[src/rtl/srtet_pkg.sv]
// shared types and constants of the sonar round-robin trigger and echo timer
package srtet_pkg;

  localparam int unsigned ChannelsDefault = 8;
  localparam int unsigned ChanW           = 3;
  localparam int unsigned TicksW          = 16;
  localparam int unsigned TableW          = 64;
  localparam int unsigned CodeW           = 8;
  localparam int unsigned CfgIdxW         = 2;

  localparam logic [TicksW-1:0] ComparePeriodReset = 16'd1562;

  typedef enum logic [CfgIdxW-1:0] {
    REG_CHANNEL_TABLE   = 2'd0,
    REG_HIGHEST_CHANNEL = 2'd1,
    REG_COMPARE_PERIOD  = 2'd2
  } cfg_reg_e;

  typedef enum logic {
    ACTION_TICK = 1'b0,
    ACTION_ECHO = 1'b1
  } action_e;

  typedef struct packed {
    logic action;
    logic echo_level;
  } in_item_t;

  typedef struct packed {
    logic              trigger_pulse;
    logic [2:0]        trigger_port;
    logic [2:0]        trigger_pin;
    logic [ChanW-1:0]  active_channel;
    logic              measure_valid;
    logic [TicksW-1:0] measure_ticks;
  } out_item_t;

  typedef struct packed {
    logic [CfgIdxW-1:0] index;
    logic [TableW-1:0]  data;
  } cfg_item_t;

endpackage

[src/rtl/srtet_stream_if.sv]
// valid/ready channel carrying one item of a given payload type
interface srtet_stream_if #(
  parameter type payload_t = logic
) ();
  logic     valid;
  logic     ready;
  payload_t data;

  modport source (output valid, output data, input ready);
  modport sink (input valid, input data, output ready);
endinterface

[src/rtl/sonar_round_robin_trigger_echo_timer_unit.sv]
// top level of the sonar round-robin trigger and echo timer
// Each input item is a timer tick or an echo pin change, and each gives exactly one result
// item. An item is taken into an input register, and its result then moves into the output
// register together with the updated tick counter, channel and echo start once the output
// slot is free or being taken. A new item is accepted every cycle unless the block holds
// off its input, which it does only when both registers are full and the result is not
// taken. On a tick equal to compare_period the counter clears and the
// rotation moves to the next channel (wrapping after the smaller of highest_channel and
// CHANNELS-1), and a trigger is reported with that channel's port and pin unless its port
// code is zero. A rising echo latches the counter; a falling echo reports the 16-bit
// modular difference. Configuration writes are always accepted and must come only while
// no item is in flight; writing compare_period also clears the counter.
module sonar_round_robin_trigger_echo_timer_unit
  import srtet_pkg::*;
#(
  parameter int unsigned CHANNELS = ChannelsDefault
) (
  input  logic           clk_i,
  input  logic           rst_ni,
  srtet_stream_if.sink   in_i,
  srtet_stream_if.source out_o,
  srtet_stream_if.sink   cfg_i
);

  // last channel the table can hold for this build
  localparam logic [ChanW-1:0] TopChan = ChanW'(CHANNELS - 1);

  // configuration registers
  logic [TableW-1:0] channel_table_q;
  logic [ChanW-1:0]  highest_channel_q;
  logic [TicksW-1:0] compare_period_q;

  // block state
  logic [TicksW-1:0] tick_count_q, tick_count_d;
  logic [ChanW-1:0]  current_channel_q, current_channel_d;
  logic [TicksW-1:0] echo_start_q, echo_start_d;

  // input register stage
  logic     s1_valid_q;
  in_item_t s1_item_q;

  // output register stage
  logic      out_valid_q;
  out_item_t out_item_q, out_item_d;

  logic s2_go;
  logic s1_take;
  logic cfg_we;

  logic [ChanW-1:0] limit;
  logic [CodeW-1:0] code;

  // result stage moves when the output slot is free or being taken
  assign s2_go   = !out_valid_q || out_o.ready;
  assign in_i.ready = !s1_valid_q || s2_go;
  assign s1_take = in_i.valid && in_i.ready;

  assign cfg_i.ready = 1'b1;
  assign cfg_we      = cfg_i.valid;

  assign out_o.valid = out_valid_q;
  assign out_o.data  = out_item_q;

  // rotation bound: smaller of register and build limit
  assign limit = (TopChan < highest_channel_q) ? TopChan : highest_channel_q;

  always_comb begin
    tick_count_d      = tick_count_q;
    current_channel_d = current_channel_q;
    echo_start_d      = echo_start_q;
    code              = '0;
    out_item_d        = '0;

    if (s1_item_q.action == ACTION_TICK) begin
      if (tick_count_q == compare_period_q) begin
        tick_count_d = '0;
        // wrap also covers a channel left above a lowered bound
        if (current_channel_q >= limit) begin
          current_channel_d = '0;
        end else begin
          current_channel_d = current_channel_q + ChanW'(1);
        end
        code = channel_table_q[current_channel_d*CodeW +: CodeW];
        // port code zero selects the channel with no trigger
        if (code[6:4] != 3'd0) begin
          out_item_d.trigger_pulse = 1'b1;
          out_item_d.trigger_port  = code[6:4];
          out_item_d.trigger_pin   = code[2:0];
        end
      end else begin
        tick_count_d = tick_count_q + TicksW'(1);
      end
    end else if (s1_item_q.echo_level) begin
      echo_start_d = tick_count_q;
    end else begin
      out_item_d.measure_valid = 1'b1;
      out_item_d.measure_ticks = tick_count_q - echo_start_q;
    end

    out_item_d.active_channel = current_channel_d;
  end

  // configuration and state registers
  always_ff @(posedge clk_i or negedge rst_ni) begin
    if (!rst_ni) begin
      channel_table_q   <= '0;
      highest_channel_q <= '0;
      compare_period_q  <= ComparePeriodReset;
      tick_count_q      <= '0;
      current_channel_q <= '0;
      echo_start_q      <= '0;
    end else begin
      if (s1_valid_q && s2_go) begin
        tick_count_q      <= tick_count_d;
        current_channel_q <= current_channel_d;
        echo_start_q      <= echo_start_d;
      end
      if (cfg_we) begin
        unique case (cfg_i.data.index)
          REG_CHANNEL_TABLE: begin
            channel_table_q <= cfg_i.data.data;
          end
          REG_HIGHEST_CHANNEL: begin
            highest_channel_q <= cfg_i.data.data[ChanW-1:0];
          end
          REG_COMPARE_PERIOD: begin
            compare_period_q <= cfg_i.data.data[TicksW-1:0];
            tick_count_q     <= '0;
          end
          default: begin
          end
        endcase
      end
    end
  end

  // pipeline control
  always_ff @(posedge clk_i or negedge rst_ni) begin
    if (!rst_ni) begin
      s1_valid_q  <= 1'b0;
      out_valid_q <= 1'b0;
    end else begin
      if (in_i.ready) begin
        s1_valid_q <= in_i.valid;
      end
      if (s2_go) begin
        out_valid_q <= s1_valid_q;
      end
    end
  end

  // payload registers
  always_ff @(posedge clk_i) begin
    if (s1_take) begin
      s1_item_q <= in_i.data;
    end
    if (s1_valid_q && s2_go) begin
      out_item_q <= out_item_d;
    end
  end

`ifndef ASSERT_OFF
  // a result never carries both a trigger and a measurement
  assert property (@(posedge clk_i) disable iff (!rst_ni)
    out_valid_q |-> !(out_item_q.trigger_pulse && out_item_q.measure_valid))
    else $error("trigger and measurement in one item");

  // a reported trigger always names a real port
  assert property (@(posedge clk_i) disable iff (!rst_ni)
    (out_valid_q && out_item_q.trigger_pulse) |-> (out_item_q.trigger_port != 3'd0))
    else $error("trigger with port code zero");

  // an item in the input register moves to the output when the slot frees
  assert property (@(posedge clk_i) disable iff (!rst_ni)
    (s1_valid_q && s2_go) |=> out_valid_q)
    else $error("item lost between stages");

  // a trigger comes only with a counter that just cleared
  assert property (@(posedge clk_i) disable iff (!rst_ni)
    (s1_valid_q && s2_go && out_item_d.trigger_pulse && !cfg_we) |=> (tick_count_q == '0))
    else $error("trigger without counter clear");
`endif

endmodule

[src/flat_wrapper.sv]
// flat-port wrapper written by rule: the top's interface ports become plain ports
module sonar_round_robin_trigger_echo_timer_unit_flat import srtet_pkg::*;
#(
  parameter int unsigned CHANNELS = ChannelsDefault
)
  (clk_i, rst_ni, in_i_valid, in_i_data, in_i_ready, out_o_valid, out_o_data, out_o_ready, cfg_i_valid, cfg_i_data, cfg_i_ready);
  srtet_stream_if #(.payload_t(in_item_t)) in_i_i ();
  srtet_stream_if #(.payload_t(out_item_t)) out_o_i ();
  srtet_stream_if #(.payload_t(cfg_item_t)) cfg_i_i ();
  input  logic clk_i;
  input  logic rst_ni;
  input wire logic [$bits(in_i_i.valid)-1:0] in_i_valid;
  input wire logic [$bits(in_i_i.data)-1:0] in_i_data;
  output wire logic [$bits(in_i_i.ready)-1:0] in_i_ready;
  output wire logic [$bits(out_o_i.valid)-1:0] out_o_valid;
  output wire logic [$bits(out_o_i.data)-1:0] out_o_data;
  input wire logic [$bits(out_o_i.ready)-1:0] out_o_ready;
  input wire logic [$bits(cfg_i_i.valid)-1:0] cfg_i_valid;
  input wire logic [$bits(cfg_i_i.data)-1:0] cfg_i_data;
  output wire logic [$bits(cfg_i_i.ready)-1:0] cfg_i_ready;
  assign in_i_i.valid = in_i_valid;
  assign in_i_i.data = in_i_data;
  assign in_i_ready = in_i_i.ready;
  assign out_o_valid = out_o_i.valid;
  assign out_o_data = out_o_i.data;
  assign out_o_i.ready = out_o_ready;
  assign cfg_i_i.valid = cfg_i_valid;
  assign cfg_i_i.data = cfg_i_data;
  assign cfg_i_ready = cfg_i_i.ready;
  sonar_round_robin_trigger_echo_timer_unit #(.CHANNELS(CHANNELS)) u_core (.clk_i(clk_i), .rst_ni(rst_ni), .in_i(in_i_i), .out_o(out_o_i), .cfg_i(cfg_i_i));
endmodule
[config.mk]
export PLATFORM = sky130hd
export DESIGN_NAME = sonar_round_robin_trigger_echo_timer_unit_flat
export DESIGN_NICKNAME = d
export VERILOG_FILES = /design/src/rtl/srtet_pkg.sv /design/src/rtl/srtet_stream_if.sv /design/src/rtl/sonar_round_robin_trigger_echo_timer_unit.sv /design/src/flat_wrapper.sv
export SDC_FILE = /design/constraint.sdc
export NUM_CORES = 1
export LEC_CHECK = 0
export CORE_MARGIN = 2
export CORE_UTILIZATION = 40
export DETAILED_ROUTE_END_ITERATION = 8
export DONT_BUFFER_PORTS = 1
export GPL_TIMING_DRIVEN = 1
export SYNTH_ARGS = -nofsm -noshare
export SYNTH_HDL_FRONTEND = slang
export SYNTH_SLANG_ARGS = --single-unit
[constraint.sdc]
create_clock -name clk_i -period 2.5 [get_ports clk_i]
set_input_delay 0.125 -clock clk_i [delete_from_list [all_inputs] [get_ports clk_i]]
set_output_delay 0.125 -clock clk_i [all_outputs]
set_load 0.02 [all_outputs]
==> impl_metrics.csv <==
group,metric,value,unit
status,status,"finished, violations left",
status,violations,"negative hold slack",
route,firstDrtPassIters,4,
timing,worst_pin_slew,0.583,ns
timing,timing.final.crit_share,0.933,
layout,drive_gt1_frac,0.244,
worst_setup_path,worstPathMaxFanout,7,
floorplan,rows,47,
worst_setup_path,slowest_delay,0.44,ns
logic_synthesis,synth_edf_count,29,
worst_setup_path,cp_slowest_cell,"dfrtp_1",
clock_tree,cts-buffers-inserted,17,
timing,relSlewSlack,0.608,
floorplan,fp.dieH,133,um
timing,finalMaxSlewViolations,0,
worst_setup_path,crit_family,"compound AO/OA/AOI/OAI gates",
worst_setup_path,ff2ff_path_depth,8,
global_route,gr-usage-all-layers,0.164,
pwr,p_int,0.00495,W
floorplan,die_w,133,um
floorplan,io-pin-count,103,
pwr,vdd_drop_max,541,uV
floorplan,dieArea,17600,um2
min_path,hold_path_class,"in2async",
layout,nets,705,
route,drc_errors,0,
global_route,antenna_found_initial,0,
route,postRouteAntennaNets,0,
worst_setup_path,required,2.66,ns
clock_tree,cts_sinks,133,
timing,period_needed,2.33,ns
pwr,pwr-share-comb,0.234,
logic_synthesis,ys_seq_area_frac,0.524,
worst_setup_path,path_class,"reg2reg",
layout,area_delta_synth_final,22.6,%
global_route,grt_overflow_total,0,
timing,skew,0.0144,ns
placement,gp_congestion,0.772,
layout,multiInputGateArea,3000,um2
route,wl,13.5,mm
floorplan,start_util,0.404,
logic_synthesis,yosysUniqueCellTypes,59,
layout,final_common_cell,"dfrtp_1",
clock_tree,clockBufferDepth,2,
clock_tree,clock_latency,0.42,ns
global_route,grt_pass1_wl,22.6,mm
timing,setup_tns,0,ns
layout,final_cell_mix,"98 x dfrtp_1, 61 x mux2_2, 56 x dlygate4sd3_1",
placement,portBuffers,0,
worst_setup_path,path_cells,"ha_1 > nand2_1 > o21a_1 > buf_4 > o211a_1 > a221o_1 > o31ai_4 > nor3_1",
route,routedWlPerCell,16.0,um
logic_synthesis,syn_nets,629,
clock_tree,htreeDepth,4,
floorplan,core,16400,um2
logic_synthesis,ys_async_sr_fraction,0.782,
worst_setup_path,path_buf_inv,1,
global_route,grt_max_degree,105,
logic_synthesis,yosys.area.top_type_share,0.373,
timing,setup_viol,0,
logic_synthesis,synth_cells,535,
timing,timing_hold_violations_final,104,
logic_synthesis,synthFlopType,"dfrtp_1",
logic_synthesis,syn_area,6640,um2
clock_tree,cts_hold_buf,56,
worst_setup_path,r2r_setup_slack,0.17,ns
job,maxCapViolCount,0,
pwr,p_per_area,858,nW/um2
clock_tree,tritoncts,"yes",
route,drt_iter0_drc,144,
route,drt-vias-per-instance,5.08,
clock_tree,cts_root_buffer,"clkbuf_16",
pwr,p_sw_frac,0.290,
pwr,leakagePower,3.53,nW
worst_setup_path,arrival,2.49,ns
logic_synthesis,synth_area_leaders,"dfrtp_1 37%, edfxtp_1 13%, mux2_2 10%, mux2_1 4.2%, xor2_1 4.2%",
pwr,power_frac_clock,0.352,
logic_synthesis,synth_largest_area_cell,"dfrtp_1",
route,routed-via-count,4286,
timing,max_freq,0.429,GHz
clock_tree,cts_setup_buffers,0,
pwr,total_power,0.00698,W
worst_setup_path,r2r_end,"u_core.out_o.data[21]",
timing,hold_slack,-0.597,ns
worst_setup_path,cp-start-kind,"register",
clock_tree,clk_pin_slew_worst_paths,0.06,ns
global_route,first_global_vias,4524,
pwr,p_sw,0.00203,W
worst_setup_path,r2r-start,"u_core.current_channel_q[2]",
logic_synthesis,yosys_register_bits,133,
timing,fin_ws,0.167,ns
logic_synthesis,syn_avg_cell_area,12.4,um2
placement,hpwlAfterDp,9.73,mm
layout,antenna_cells,0,
logic_synthesis,yosys_warnings,0,
layout,fillers,1402,
placement,pre_cts_slack,0.0471,ns
worst_setup_path,end_kind,"register",
layout,regArea,3480,um2
pwr,p_seq_frac,0.415,
## kinds of logic (layout without fill, tap and decap cells)
kind of cell | after synthesis | after routing | share of synthesized area
adders and majority gates | 21 | 21 | 0.0407
AOI/OAI and AO/OA | 68 | 68 | 0.0724
other | 1 | 1 | 0.000565
xor gates and xnor gates | 36 | 36 | 0.0475
muxes | 101 | 101 | 0.180
buffers and inverters | 43 | 132 | 0.0288
and+or+nand+nor | 132 | 132 | 0.106
DFF | 133 | 133 | 0.524
## timing repair
item | in CTS | in global routing
hold endpoints to repair | 177 | 104
resized for setup | 0 | 9
endpoints found under the setup margin | 0 | 7
## state kept, by name (all words and copies together), names as in the netlist
signal	count
u_core.channel_table_q	48
u_core.compare_period_q	16
u_core.current_channel_q	3
u_core.echo_start_q	16
u_core.highest_channel_q	3
u_core.out_o.data	27
u_core.out_o.valid	1
u_core.s1_item_q	2
u_core.s1_valid_q	1
u_core.tick_count_q	16
## synthesized netlist by cell type, drive strengths merged (3+ instances only)
master	number
dfrtp	99
mux2	86
nor2	37
xor2	32
edfxtp	29
nand2	27
inv	26
ha	20
nor3	16
o21ai	16
a21oi	15
buf	11
mux2i	9
nand3	9
and2	8
nand2b	8
and3	7
clkbuf	6
mux4	6
nand4	6
nor4	6
o21a	6
a21o	5
dfstp	5
xnor2	4
a21boi	3
a22oi	3
a31oi	3
nor2b	3
o31ai	3
## worst max-delay path by stage
stage	slack [ns]	cells past startpoint	end	from
after global placement	0.15	8	u_core.out_o.data[22]	u_core.current_channel_q[0]
after detailed placement	0.05	8	u_core.out_o.data[21]	u_core.current_channel_q[0]
after floorplan	0.28	9	u_core.out_o.data[20]	u_core.current_channel_q[0]
after CTS	0.03	8	u_core.out_o.data[22]	u_core.current_channel_q[0]
final	0.17	8	u_core.out_o.data[21]	u_core.current_channel_q[2]
after global routing	-0.03	7	u_core.out_o.data[20]	u_core.current_channel_q[0]
## power by group through the flow
stage | combinational (W) | clock, W | sequential [W]
final | 0.00163 | 0.00245 | 0.00290
after global routing | 0.00184 | 0.00261 | 0.00294
after CTS | 0.00158 | 0.00251 | 0.00290
after detailed placement | 0.00150 | 0 | 0.00294
after global placement | 0.00146 | 0 | 0.00292
after floorplan | 0.00121 | 0 | 0.00286
## final cells by class
class / instances / share of cell area
Tap cell: 220 / 0.0338
Inverter: 26 / 0.0120
Clock inverter: 11 / 0.0151
Sequential cell: 133 / 0.428
Timing Repair Buffer: 74 / 0.0855
Clock buffer: 21 / 0.0567
Multi-Input combinational cell: 359 / 0.369
## metal layers
metal	share of wire	vias to the layer above	GRT usage
li1	-	2075	-
met1	0.45	2082	0.201
met2	0.48	102	0.267
met3	0.042	27	0.0444
met4	0.031	0	0.0824
met5	0	-	0
## metrics by stage
| step | cell area (um2) | cells | hold WS (ns) | util |
|---|---|---|---|---|
| floorplan | 6640 | 535 | -0.171 | - |
| global placement | 6960 | 756 | -0.163 | 0.424 |
| detailed placement | 6960 | 756 | -0.163 | 0.424 |
| CTS | 8100 | 844 | -0.622 | 0.494 |
| global route | 8140 | 844 | -0.614 | 0.496 |
| finish | 8140 | 844 | -0.597 | 0.496 |
## worst reg2reg max path: cells and delay by family (launching register included)
family | cells | cell delay [ns]
flip-flops | 1 | 0.44
AO/OA/AOI/OAI | 4 | 0.91
adder cells (fa/ha/maj) | 1 | 0.34
AND/OR/NAND/NOR | 2 | 0.21
buffers and inverters | 1 | 0.16
No activity file was read; power rests on OpenSTA's default activity.
